[src/sha1e_pkg.sv]
package sha1e_pkg;

  localparam logic [1:0] OP_ABSORB = 2'd0;
  localparam logic [1:0] OP_FINISH = 2'd1;
  localparam logic [1:0] OP_START  = 2'd2;

  localparam logic [1:0] ST_OK       = 2'd0;
  localparam logic [1:0] ST_OVERFLOW = 2'd1;
  localparam logic [1:0] ST_STATE    = 2'd2;

  localparam logic [31:0] IV0 = 32'h67452301;
  localparam logic [31:0] IV1 = 32'hEFCDAB89;
  localparam logic [31:0] IV2 = 32'h98BADCFE;
  localparam logic [31:0] IV3 = 32'h10325476;
  localparam logic [31:0] IV4 = 32'hC3D2E1F0;

  localparam logic [31:0] K0 = 32'h5A827999;
  localparam logic [31:0] K1 = 32'h6ED9EBA1;
  localparam logic [31:0] K2 = 32'h8F1BBCDC;
  localparam logic [31:0] K3 = 32'hCA62C1D6;

  localparam logic [7:0] PAD_BYTE = 8'h80;

  localparam int unsigned BlockWords = 16;
  localparam int unsigned Rounds     = 80;

  typedef struct packed {
    logic [31:0] a;
    logic [31:0] b;
    logic [31:0] c;
    logic [31:0] d;
    logic [31:0] e;
  } sha1e_vars_t;

endpackage

[src/sha1e_ram.sv]
module sha1e_ram #(
  parameter int unsigned WIDTH = 32,
  parameter int unsigned DEPTH = 16
) (
  input  logic                     clk_i,
  input  logic                     we_i,
  input  logic [$clog2(DEPTH)-1:0] waddr_i,
  input  logic [WIDTH-1:0]         wdata_i,
  input  logic [$clog2(DEPTH)-1:0] raddr_i,
  output logic [WIDTH-1:0]         rdata_o
);

  logic [WIDTH-1:0] mem_q [DEPTH];

  always_ff @(posedge clk_i) begin
    if (we_i) begin
      mem_q[waddr_i] <= wdata_i;
    end
    rdata_o <= mem_q[raddr_i];
  end

endmodule

[src/sha1e_round.sv]
module sha1e_round
  import sha1e_pkg::*;
(
  input  sha1e_vars_t vars_i,
  input  logic [31:0] w_i,
  input  logic [6:0]  round_i,
  output sha1e_vars_t vars_o
);

  logic [31:0] f;
  logic [31:0] k;

  always_comb begin
    if (round_i < 7'd20) begin
      f = (vars_i.b & vars_i.c) | (~vars_i.b & vars_i.d);
      k = K0;
    end else if (round_i < 7'd40) begin
      f = vars_i.b ^ vars_i.c ^ vars_i.d;
      k = K1;
    end else if (round_i < 7'd60) begin
      f = (vars_i.b & vars_i.c) | (vars_i.b & vars_i.d) | (vars_i.c & vars_i.d);
      k = K2;
    end else begin
      f = vars_i.b ^ vars_i.c ^ vars_i.d;
      k = K3;
    end
    vars_o.a = {vars_i.a[26:0], vars_i.a[31:27]} + f + vars_i.e + w_i + k;
    vars_o.b = vars_i.a;
    vars_o.c = {vars_i.b[1:0], vars_i.b[31:2]};
    vars_o.d = vars_i.c;
    vars_o.e = vars_i.d;
  end

endmodule

[src/sha1_hash_engine_top.sv]
// Byte-stream SHA-1 hasher.
// Input beats carry an opcode and a data byte: absorb, finish or start.
// Output beats carry one digest word with its index, a status and a last flag.
// An absorb or start beat leaves the input unstalled, but the 64th byte of a
// block starts a compression that keeps the input stalled while the block is
// loaded from the word memory, the rounds run one per cycle, and the result is
// added into the chaining words.
// A finish beat compresses one or two padded blocks and then presents five
// output beats, one per cycle while the receiver does not stall.
// A repeated finish presents the same five beats at once, and a finish in error
// presents a single status beat.
// While the receiver stalls, the current output beat holds and the input stays
// stalled; the next item is taken after the last beat is delivered.
// Reset loads the initial chaining words and clears the count and the flags.
module sha1_hash_engine_top
  import sha1e_pkg::*;
(
  input  logic        clk_i,
  input  logic        rst_ni,
  input  logic        in_valid_i,
  output logic        in_stall_o,
  input  logic [1:0]  opcode_i,
  input  logic [7:0]  data_byte_i,
  output logic        out_valid_o,
  input  logic        out_stall_i,
  output logic [31:0] digest_word_o,
  output logic [2:0]  word_index_o,
  output logic [1:0]  status_o,
  output logic        last_o
);

  localparam logic [2:0] S_IDLE  = 3'd0;
  localparam logic [2:0] S_LOAD  = 3'd1;
  localparam logic [2:0] S_ROUND = 3'd2;
  localparam logic [2:0] S_ADD   = 3'd3;
  localparam logic [2:0] S_OUT   = 3'd4;

  localparam logic [1:0] M_NORM = 2'd0;
  localparam logic [1:0] M_PAD1 = 2'd1;
  localparam logic [1:0] M_PAD2 = 2'd2;

  logic [2:0]  state_q;
  logic [1:0]  mode_q;
  logic [6:0]  cnt_q;
  logic [5:0]  fill_q;
  logic [23:0] acc_q;
  logic [63:0] bc_q;
  logic        fin_q;
  logic [1:0]  err_q;
  logic [31:0] chain_q [5];
  sha1e_vars_t vars_q;
  sha1e_vars_t vars_next;
  logic [31:0] w_q [BlockWords];
  logic [2:0]  oidx_q;
  logic        oerr_q;

  logic [31:0] ram_rdata;
  logic        ram_we;
  logic [31:0] ram_wdata;
  logic [3:0]  ld_idx;
  logic [3:0]  fpos;
  logic [31:0] partial;
  logic [31:0] ld_word;
  logic [31:0] w_new;
  logic [63:0] bc_inc;
  logic        accept;

  assign accept    = in_valid_i && (state_q == S_IDLE);
  assign in_stall_o = (state_q != S_IDLE);
  assign ram_we    = accept && (opcode_i == OP_ABSORB) && !fin_q && (err_q == ST_OK) &&
                     (fill_q[1:0] == 2'd3);
  assign ram_wdata = {acc_q, data_byte_i};
  assign bc_inc    = bc_q + 64'd8;

  sha1e_ram #(
    .WIDTH(32),
    .DEPTH(BlockWords)
  ) u_block_ram (
    .clk_i  (clk_i),
    .we_i   (ram_we),
    .waddr_i(fill_q[5:2]),
    .wdata_i(ram_wdata),
    .raddr_i(cnt_q[3:0]),
    .rdata_o(ram_rdata)
  );

  sha1e_round u_round (
    .vars_i (vars_q),
    .w_i    (w_q[0]),
    .round_i(cnt_q),
    .vars_o (vars_next)
  );

  assign ld_idx = cnt_q[3:0] - 4'd1;
  assign fpos   = fill_q[5:2];

  always_comb begin
    case (fill_q[1:0])
      2'd0:    partial = {PAD_BYTE, 24'h0};
      2'd1:    partial = {acc_q[7:0], PAD_BYTE, 16'h0};
      2'd2:    partial = {acc_q[15:0], PAD_BYTE, 8'h0};
      default: partial = {acc_q[23:0], PAD_BYTE};
    endcase
  end

  always_comb begin
    ld_word = 32'h0;
    if (mode_q == M_NORM) begin
      ld_word = ram_rdata;
    end else if (mode_q == M_PAD1) begin
      if (ld_idx < fpos) begin
        ld_word = ram_rdata;
      end else if (ld_idx == fpos) begin
        ld_word = partial;
      end else if (fill_q < 6'd56 && ld_idx == 4'd14) begin
        ld_word = bc_q[63:32];
      end else if (fill_q < 6'd56 && ld_idx == 4'd15) begin
        ld_word = bc_q[31:0];
      end
    end else begin
      if (ld_idx == 4'd14) begin
        ld_word = bc_q[63:32];
      end else if (ld_idx == 4'd15) begin
        ld_word = bc_q[31:0];
      end
    end
  end

  logic [31:0] w_mix;
  assign w_mix = w_q[13] ^ w_q[8] ^ w_q[2] ^ w_q[0];
  assign w_new = {w_mix[30:0], w_mix[31]};

  always_ff @(posedge clk_i or negedge rst_ni) begin
    if (!rst_ni) begin
      state_q    <= S_IDLE;
      mode_q     <= M_NORM;
      cnt_q      <= 7'd0;
      fill_q     <= 6'd0;
      acc_q      <= 24'h0;
      bc_q       <= 64'd0;
      fin_q      <= 1'b0;
      err_q      <= ST_OK;
      chain_q[0] <= IV0;
      chain_q[1] <= IV1;
      chain_q[2] <= IV2;
      chain_q[3] <= IV3;
      chain_q[4] <= IV4;
      oidx_q     <= 3'd0;
      oerr_q     <= 1'b0;
    end else begin
      unique case (state_q)
        S_IDLE: begin
          if (accept) begin
            if (opcode_i == OP_START) begin
              chain_q[0] <= IV0;
              chain_q[1] <= IV1;
              chain_q[2] <= IV2;
              chain_q[3] <= IV3;
              chain_q[4] <= IV4;
              fill_q     <= 6'd0;
              bc_q       <= 64'd0;
              fin_q      <= 1'b0;
              err_q      <= ST_OK;
            end else if (opcode_i == OP_ABSORB) begin
              if (fin_q) begin
                err_q <= ST_STATE;
              end else if (err_q == ST_OK) begin
                acc_q  <= {acc_q[15:0], data_byte_i};
                fill_q <= fill_q + 6'd1;
                bc_q   <= bc_inc;
                if (bc_inc == 64'd0) begin
                  err_q <= ST_OVERFLOW;
                end
                if (fill_q == 6'd63) begin
                  state_q <= S_LOAD;
                  mode_q  <= M_NORM;
                  cnt_q   <= 7'd0;
                end
              end
            end else if (opcode_i == OP_FINISH) begin
              oidx_q <= 3'd0;
              if (err_q != ST_OK) begin
                oerr_q  <= 1'b1;
                state_q <= S_OUT;
              end else if (fin_q) begin
                oerr_q  <= 1'b0;
                state_q <= S_OUT;
              end else begin
                oerr_q  <= 1'b0;
                state_q <= S_LOAD;
                mode_q  <= M_PAD1;
                cnt_q   <= 7'd0;
              end
            end
          end
        end
        S_LOAD: begin
          cnt_q <= cnt_q + 7'd1;
          if (cnt_q == 7'd16) begin
            state_q <= S_ROUND;
            cnt_q   <= 7'd0;
            vars_q  <= '{chain_q[0], chain_q[1], chain_q[2], chain_q[3], chain_q[4]};
          end
        end
        S_ROUND: begin
          vars_q <= vars_next;
          cnt_q  <= cnt_q + 7'd1;
          if (cnt_q == 7'(Rounds - 1)) begin
            state_q <= S_ADD;
          end
        end
        S_ADD: begin
          chain_q[0] <= chain_q[0] + vars_q.a;
          chain_q[1] <= chain_q[1] + vars_q.b;
          chain_q[2] <= chain_q[2] + vars_q.c;
          chain_q[3] <= chain_q[3] + vars_q.d;
          chain_q[4] <= chain_q[4] + vars_q.e;
          if (mode_q == M_NORM) begin
            state_q <= S_IDLE;
          end else if (mode_q == M_PAD1 && fill_q >= 6'd56) begin
            state_q <= S_LOAD;
            mode_q  <= M_PAD2;
            cnt_q   <= 7'd0;
          end else begin
            fin_q   <= 1'b1;
            bc_q    <= 64'd0;
            fill_q  <= 6'd0;
            state_q <= S_OUT;
          end
        end
        S_OUT: begin
          if (!out_stall_i) begin
            if (oerr_q || oidx_q == 3'd4) begin
              state_q <= S_IDLE;
            end else begin
              oidx_q <= oidx_q + 3'd1;
            end
          end
        end
        default: state_q <= S_IDLE;
      endcase
    end
  end

  always_ff @(posedge clk_i) begin
    if (state_q == S_LOAD && cnt_q != 7'd0) begin
      for (int i = 0; i < BlockWords - 1; i++) begin
        w_q[i] <= w_q[i+1];
      end
      w_q[BlockWords-1] <= ld_word;
    end else if (state_q == S_ROUND) begin
      for (int i = 0; i < BlockWords - 1; i++) begin
        w_q[i] <= w_q[i+1];
      end
      w_q[BlockWords-1] <= w_new;
    end
  end

  assign out_valid_o   = (state_q == S_OUT);
  assign digest_word_o = oerr_q ? 32'h0 : chain_q[oidx_q];
  assign word_index_o  = oerr_q ? 3'd0 : oidx_q;
  assign status_o      = oerr_q ? err_q : ST_OK;
  assign last_o        = oerr_q || (oidx_q == 3'd4);

endmodule
[config.mk]
export PLATFORM = sky130hd
export DESIGN_NAME = sha1_hash_engine_top
export DESIGN_NICKNAME = d
export VERILOG_FILES = /design/src/sha1e_pkg.sv /design/src/sha1e_ram.sv /design/src/sha1e_round.sv /design/src/sha1_hash_engine_top.sv
export SDC_FILE = /design/constraint.sdc
export NUM_CORES = 2
export LEC_CHECK = 0
export BUFFER_PORTS_ARGS = -buffer_cell sky130_fd_sc_hd__buf_2
export CAP_MARGIN = 20
export CELL_PAD_IN_SITES_DETAIL_PLACEMENT = 0
export CELL_PAD_IN_SITES_GLOBAL_PLACEMENT = 2
export CORE_AREA = 4 4 594 302
export CTS_CLUSTER_SIZE = 25
export DETAILED_ROUTE_END_ITERATION = 12
export DIE_AREA = 0 0 598 306
export PLACE_DENSITY_LB_ADDON = 0.1
export SETUP_SLACK_MARGIN = 0.05
export SYNTH_ARGS = -nofsm -noshare
export SYNTH_HDL_FRONTEND = slang
export SYNTH_SLANG_ARGS = --single-unit
[constraint.sdc]
create_clock -name clk_i -period 14.2 [get_ports clk_i]
set_input_delay 0.71 -clock clk_i [delete_from_list [all_inputs] [get_ports clk_i]]
set_output_delay 0.71 -clock clk_i [all_outputs]
set_load 0.005 [all_outputs]
Word level (Yosys, flattened, before mapping)
Memories as Yosys holds them, arrays and structs flattened. A register that Yosys moved wholly into a read port is not among the register bits. Cells that the tools add are included.

Flip-flop bits (word level): 433. Memory bits (writable): 1024. Input port bits: 14. Output and inout port bits: 40. Word-level logic and storage cells: 277. Memories kept: 2.

Memory list: u_block_ram.mem_q (depth 16, width 32, read ports 1, clocked after Yosys merged registers in 1, wr ports 1, RTL line sha1e_ram.sv:13) `logic [WIDTH-1:0] mem_q [DEPTH];`; w_q (depth 16, width 32, read ports 16, clocked after Yosys merged registers in 0, wr ports 16, RTL line sha1_hash_engine_top.sv:53) `logic [31:0] w_q [BlockWords];`.

Add/sub/neg operators: 14. Order comparisons: 7. Equality and inequality tests: 39. Muxes and demuxes: 124. Bitwise gates (word level): 33. Reductions and logical operators: 38.

Operators by type and width (number): 2-to-1 mux 32 bit (32); case mux 160 bit (2 select lines) (2); 2-to-1 mux 160 bit (3); 2-to-1 mux 64 bit (7); adder 32 bit (9); XOR 32 bit (5); bitwise AND 32 bit (4); case mux 64 bit (2 select lines) (1); binary-select mux 32 bit (select 3 bit) (1); OR 32 bit (3); case mux 32 bit (3 select lines) (1); 2-to-1 mux 7 bit (12); 2-to-1 mux 3 bit (22); adder 64 x 4 -> 64 bit (second input constant) (1); zero test 64 bit (1); 2-to-1 mux 6 bit (7); 2-to-1 mux 2 bit (17); inverter 32 bit (1); 2-to-1 mux 31 bit (1); case mux 7 bit (4 select lines) (1); AND reduction 11 bit (2); != test 2 bit (second input constant) (10); OR 1 bit (16); case mux 3 bit (5 select lines) (1); 46 further kinds (95).

Depth between registers and ports, before layout
Word-level depth: 11. Mapped depth: 22. Mapped depth without buffers: 20.

By module
Synthesis repeated with hierarchy kept, for this count alone.

Cells, all modules: 5753. Area total of the unflattened synthesis: 72375.7 µm².

Modules (own cells, without submodules): sha1_hash_engine_top (times used 1, cells an instance 4133, area each 45897.8 µm², seq. area each 27035.9 µm²); sha1e_ram (times used 1, cells an instance 838, area each 19835.3 µm², seq. area each 16015.4 µm²); sha1e_round (times used 1, cells an instance 782, area each 6642.6 µm², seq. area each 0.0 µm²).

Worst setup path before layout
OpenSTA, ideal clock, no wires.

Path type: reg2reg. Start point: register cnt_q[0]. End point: memory w_q[0][0], enable pin. Setup time: 3.632 ns. Data arrival time: 10.974 ns. Required time: 10.568 ns. Path slack: -0.406 ns. Stages on the path, launching flop included: 12. Buffers on the path: 5. Clock period less this slack: 14.606 ns. Cells stage by stage: dfrtp_1 clkbuf_1 clkbuf_1 buf_1 inv_1 ha_1 or3b_2 nor3_1 nand2b_1 clkbuf_1 buf_1 nand2_1.

RTL lines: from (decl) (RTL line sha1_hash_engine_top.sv:44) `logic [6:0] cnt_q;`; from (signal assigned) (RTL line sha1_hash_engine_top.sv:198) `cnt_q <= cnt_q + 7'd1;`; from (signal assigned) (RTL line sha1_hash_engine_top.sv:207) `cnt_q <= cnt_q + 7'd1;`; to (decl) (RTL line sha1_hash_engine_top.sv:53).

Final worst setup path
Start point: register cnt_q[2]. End point: register vars_q[158] (netlist name), data pin.

Longest elaborated chain between the ends: 9. Elaborated cells between the ends (all ways): 14. Classes of those cells: add/sub (4); order compare (3); mux (7).

Ends and longest elaborated chain: less-than comparator 7 x 6 -> 1 bit (RTL line sha1e_round.sv:20) `end else if (round_i < 7'd60) begin`; 2-to-1 mux 32 bit (RTL line sha1e_round.sv:20); 2-to-1 mux 32 bit (RTL line sha1e_round.sv:17) `end else if (round_i < 7'd40) begin`; 2-to-1 mux 32 bit (RTL line sha1e_round.sv:14) `if (round_i < 7'd20) begin`; adder 32 bit (3 in a row) (RTL line sha1e_round.sv:27) `vars_o.a = {vars_i.a[26:0], vars_i.a[31:27]} + f + vars_i.e + w_i + k;`; adder 32 bit * (RTL line sha1e_round.sv:27); case mux 160 bit (2 select lines) * (RTL line sha1_hash_engine_top.sv:151) `unique case (state_q)`; to (signal assigned) (RTL line sha1_hash_engine_top.sv:202) `vars_q <= '{chain_q[0], chain_q[1], chain_q[2], chain_q[3], chain_q[4]};`; to (signal assigned) (RTL line sha1_hash_engine_top.sv:206) `vars_q <= vars_next;`; to (decl) (RTL line sha1_hash_engine_top.sv:51) `sha1e_vars_t vars_q;`.

Mark *: on every way between the ends. The rest lies on a longest branch, timed or not. A chain may end at the register's enable or synchronous reset.

==> results_dict.tcl <==
set metrics [dict create \
    register_area_sq_um 43070 \
    cts_inserted_buffers 149 \
    syn-mean-instance-area_sq_um 13.13 \
    postCtsHoldBufs 1 \
    grt_setup_unrepaired "no" \
    vdd.ir_drop.worst_mv 0.1309 \
    vias 45742 \
    drc 0 \
    cts.repair.resized 0 \
    grt_overflow_total 0 \
    critPathArrivalTime_ns 6.58 \
    report.final.slew_viol_count 0 \
    chain_of_cells_forming_the_critical_path "or2_2 -> a211o_2 -> buf_4 -> inv_1 -> nor2_1 -> fa_1 -> inv_1 -> fa_1 -> inv_1 -> ha_1 -> a21o_1 -> a21oi_1 -> o21ai_0 -> o21ai_0 -> o2111ai_1 -> a31oi_1 -> nor2_1 -> a311oi_1 -> xor2_1 -> o21ai_0" \
    worst_skew_pair.late_latency_ns 0.82 \
    critPathCaptureType "flop" \
    via_per_inst 5.784 \
    clock_skew_ns 0.07028 \
    hold_path.class "in2reg" \
    cts_num_sinks 1486 \
    floorplan.io_pins 54 \
    worstSetupStartpointType "flop" \
    floorplan.die.width_um 598 \
    fp.coreArea_sq_um 174800 \
    critical_path_buf_inv_count 4 \
    timing.critical_path.required_ns 14.73 \
    dp.cells 7641 \
    p_leak_nw 31.33 \
    drive_above_1_share 0.1302 \
    floorplan.rows 109 \
    finalWirelength_mm 232.7 \
    synth_fp_nets 5747 \
    multiInputGateArea_sq_um 26080 \
    yosysWarningCount 0 \
    nNetsFinal 5812 \
    die_height_um 306 \
    fmax_mhz 165.2 \
    netlist-cell-type-count 94 \
    critPathMaxStageDelay_ns 0.56 \
    drt-pass1-iter-count 5 \
    netlist_top_cells_area "sky130_fd_sc_hd__edfxtp_1 50%, sky130_fd_sc_hd__dfrtp_1 6.7%, sky130_fd_sc_hd__mux4_2 6.1%" \
    period_share 0.4263 \
    area_growth_pct 11.17 \
    post-cts-setup-buffer-count 0 \
    buffer_ports.inserted 53 \
    drt_iter0_drc 5488 \
    worstPathMaxFanout 31 \
    cellPowerDensity_nw_per_um2 171.2 \
    yosys_most_used_dff "sky130_fd_sc_hd__edfxtp_1" \
    first_pass_grt_wire_length_mm 330.4 \
    grt_max_degree 190 \
    grt_pass1_vias 42782 \
    timing_hold_violations_final 0 \
    seq_area_frac_synth 0.6073 \
    cts_root_buf "sky130_fd_sc_hd__clkbuf_16" \
    grt_antenna_before_repair 11 \
    clock_tree.buffer_depth 4 \
    ffs_w_async_s_r_synth 0.1817 \
    max_cap_viol_count 0 \
    h-tree-depth 4 \
    critical_path_top_delay_cell "sky130_fd_sc_hd__fa_1" \
    syn-instance-count 5400 \
    floorplan.die_area_sq_um 183000 \
    place.detailed.hpwl_mm 162.8 \
    criticalPathCategory "reg2reg" \
    start_util 0.4054 \
    timing.final.setup_violations 0 \
    fillCellCount 15834 \
    global_route_usage_over_all_layers 0.2519 \
    synth_edf_count 1184 \
    synth_area_sq_um 70890 \
    instances_no_fill 7908 \
    tightestPinTransition_ns 1.348 \
    relSlewSlack 0.09975 \
    synth.largest_area_cell "sky130_fd_sc_hd__edfxtp_1" \
    gp_routability_congestion 0.8960 \
    layout_min_cycle_time_ns 6.054 \
    synth.ff_latch_count 1486 \
    cts.clk_slew.worst_paths_ns 0.07 \
    netlist.area_leader.share 0.5016 \
    cts_tree "yes" \
    antenna_left 0 \
    routed_wire_length_per_instance_um 29.43 \
    fin_setup_tns_ns 0 \
    result_of_the_run "completed" \
    delay_heaviest_family_cp "compound AO/OA/AOI/OAI gates" \
]
-- through the flow --
step / setup slack [ns] / area (sq um) / hold WS [ns] / util / total power [mW]
2_1_floorplan: 4.833 / 70890 / 0.4003 / - / 8.136
3_3_place_gp: 8.294 / 74080 / 0.4003 / 0.4237 / 9.518
3_5_place_dp: 8.225 / 74100 / 0.4045 / 0.4238 / 9.500
4_1_cts: 8.225 / 78780 / 0.2255 / 0.4506 / 13.49
5_1_grt: 7.747 / 78800 / 0.2640 / 0.4507 / 14.26
6_report: 8.146 / 78800 / 0.2768 / 0.4507 / 13.49
-- kinds of logic after synthesis --
| logic type | Yosys count | synth area share |
|---|---|---|
| buf+inv | 513 | 0.02784 |
| fa+ha+maj | 333 | 0.07117 |
| xor+xnor | 297 | 0.03670 |
| mux | 255 | 0.07046 |
| flops | 1486 | 0.6073 |
| simple gates | 1358 | 0.08561 |
| compound gates | 1158 | 0.1009 |
-- where the power goes --
part / switching [mW] / total [mW] / internal, mW
registers: 0.218 / 5.21 / 4.99
clock network: 1.74 / 3.95 / 2.21
logic: 2.67 / 4.34 / 1.67
total: 4.62 / 13.5 / 8.87
-- synth_stat cells, types with 8 or more instances --
cell type,n
sky130_fd_sc_hd__a211o_1,10
sky130_fd_sc_hd__a211oi_1,21
sky130_fd_sc_hd__a21o_1,86
sky130_fd_sc_hd__a21oi_1,292
sky130_fd_sc_hd__a221oi_1,25
sky130_fd_sc_hd__a22o_1,23
sky130_fd_sc_hd__a22oi_1,43
sky130_fd_sc_hd__a31oi_1,38
sky130_fd_sc_hd__a41oi_1,11
sky130_fd_sc_hd__and2_1,23
sky130_fd_sc_hd__and3_1,41
sky130_fd_sc_hd__and4_1,15
sky130_fd_sc_hd__buf_1,25
sky130_fd_sc_hd__buf_2,11
sky130_fd_sc_hd__clkbuf_1,188
sky130_fd_sc_hd__dfrtp_1,190
sky130_fd_sc_hd__dfstp_2,80
sky130_fd_sc_hd__dfxtp_1,32
sky130_fd_sc_hd__edfxtp_1,1184
sky130_fd_sc_hd__fa_1,117
sky130_fd_sc_hd__ha_1,216
sky130_fd_sc_hd__inv_1,280
sky130_fd_sc_hd__mux2_2,28
sky130_fd_sc_hd__mux2i_1,34
sky130_fd_sc_hd__mux4_2,192
sky130_fd_sc_hd__nand2_1,625
sky130_fd_sc_hd__nand2b_1,40
sky130_fd_sc_hd__nand3_1,69
sky130_fd_sc_hd__nand4_1,30
sky130_fd_sc_hd__nor2_1,359
sky130_fd_sc_hd__nor2b_1,40
sky130_fd_sc_hd__nor3_1,45
sky130_fd_sc_hd__nor4_1,10
sky130_fd_sc_hd__o211ai_1,12
sky130_fd_sc_hd__o21a_1,26
sky130_fd_sc_hd__o21ai_0,383
sky130_fd_sc_hd__o21bai_1,16
sky130_fd_sc_hd__o221ai_1,8
sky130_fd_sc_hd__o22a_1,21
sky130_fd_sc_hd__o22ai_1,34
sky130_fd_sc_hd__o31ai_1,42
sky130_fd_sc_hd__or2_2,10
sky130_fd_sc_hd__or3_1,14
sky130_fd_sc_hd__xnor2_1,203
sky130_fd_sc_hd__xor2_1,94
-- placed cells by master, fill, tap and decap left out, types with 44 or more instances in the layout --
master,instances
sky130_fd_sc_hd__xnor2_1,203
sky130_fd_sc_hd__o21ai_0,382
sky130_fd_sc_hd__dfrtp_1,183
sky130_fd_sc_hd__mux4_2,192
sky130_fd_sc_hd__xor2_1,94
sky130_fd_sc_hd__edfxtp_1,1184
sky130_fd_sc_hd__buf_4,82
sky130_fd_sc_hd__inv_1,280
sky130_fd_sc_hd__nand2_1,621
sky130_fd_sc_hd__a21o_1,86
sky130_fd_sc_hd__nand3_1,68
sky130_fd_sc_hd__clkbuf_16,149
sky130_fd_sc_hd__buf_2,53
sky130_fd_sc_hd__fa_1,117
sky130_fd_sc_hd__nor2_1,347
sky130_fd_sc_hd__a21oi_1,292
sky130_fd_sc_hd__dfstp_2,80
sky130_fd_sc_hd__ha_1,216
sky130_fd_sc_hd__clkbuf_1,44
-- registers in the layout, indices dropped and copies added (netlist names) --
name and cells:
acc_q 24, bc_q 61, chain_q 160, cnt_q 7, err_q 2, fill_q 6
fin_q 1, mode_q 2, oerr_q 1, oidx_q 3, state_q 3, u_block_ram.mem_q 512
u_block_ram.rdata_o 32, vars_q 160, w_q 512
-- area by class of cell --
cell class              count  share of cell area
diodes                      2          0.00006351
well taps                2331             0.03701
repair buffers            144             0.01281
inverters                 283             0.01348
flip-flops and latches   1486              0.5465
clock inverters            57            0.007923
clock buffers             204             0.05133
multi-input cells        3401              0.3309
-- layer usage --
metal,up-vias,global-route usage,wire length [um]
met3,212,0.09259,27860
met2,1999,0.2726,76850
met1,23447,0.4507,125000
li1,20082,-,-
met5,-,0.006138,159
met4,2,0.03331,2852
-- path summary, 6_finish.rpt --
check | from | to | slack (ns) | depth (start not counted)
max | cnt_q[2]$_DFFE_PN0P_ | vars_q[158]$_DFFE_PP_ | 8.15 | 20
min | opcode_i[1] | err_q[1]$_DFFE_PN0P_ | 0.28 | 2
max reg2reg | cnt_q[2]$_DFFE_PN0P_ | vars_q[158]$_DFFE_PP_ | 8.15 | 20
min reg2reg | w_q[1][67]$_DFFE_PP_ | w_q[1][35]$_DFFE_PP_ | 0.36 | 0
max in group asynchronous | rst_ni | fill_q[2]$_DFFE_PN0P_ | 11.01 | 5
min in group asynchronous | rst_ni | chain_q[40]$_DFFE_PN0P_ | 0.38 | 2
(Power assumes the default switching activity.)
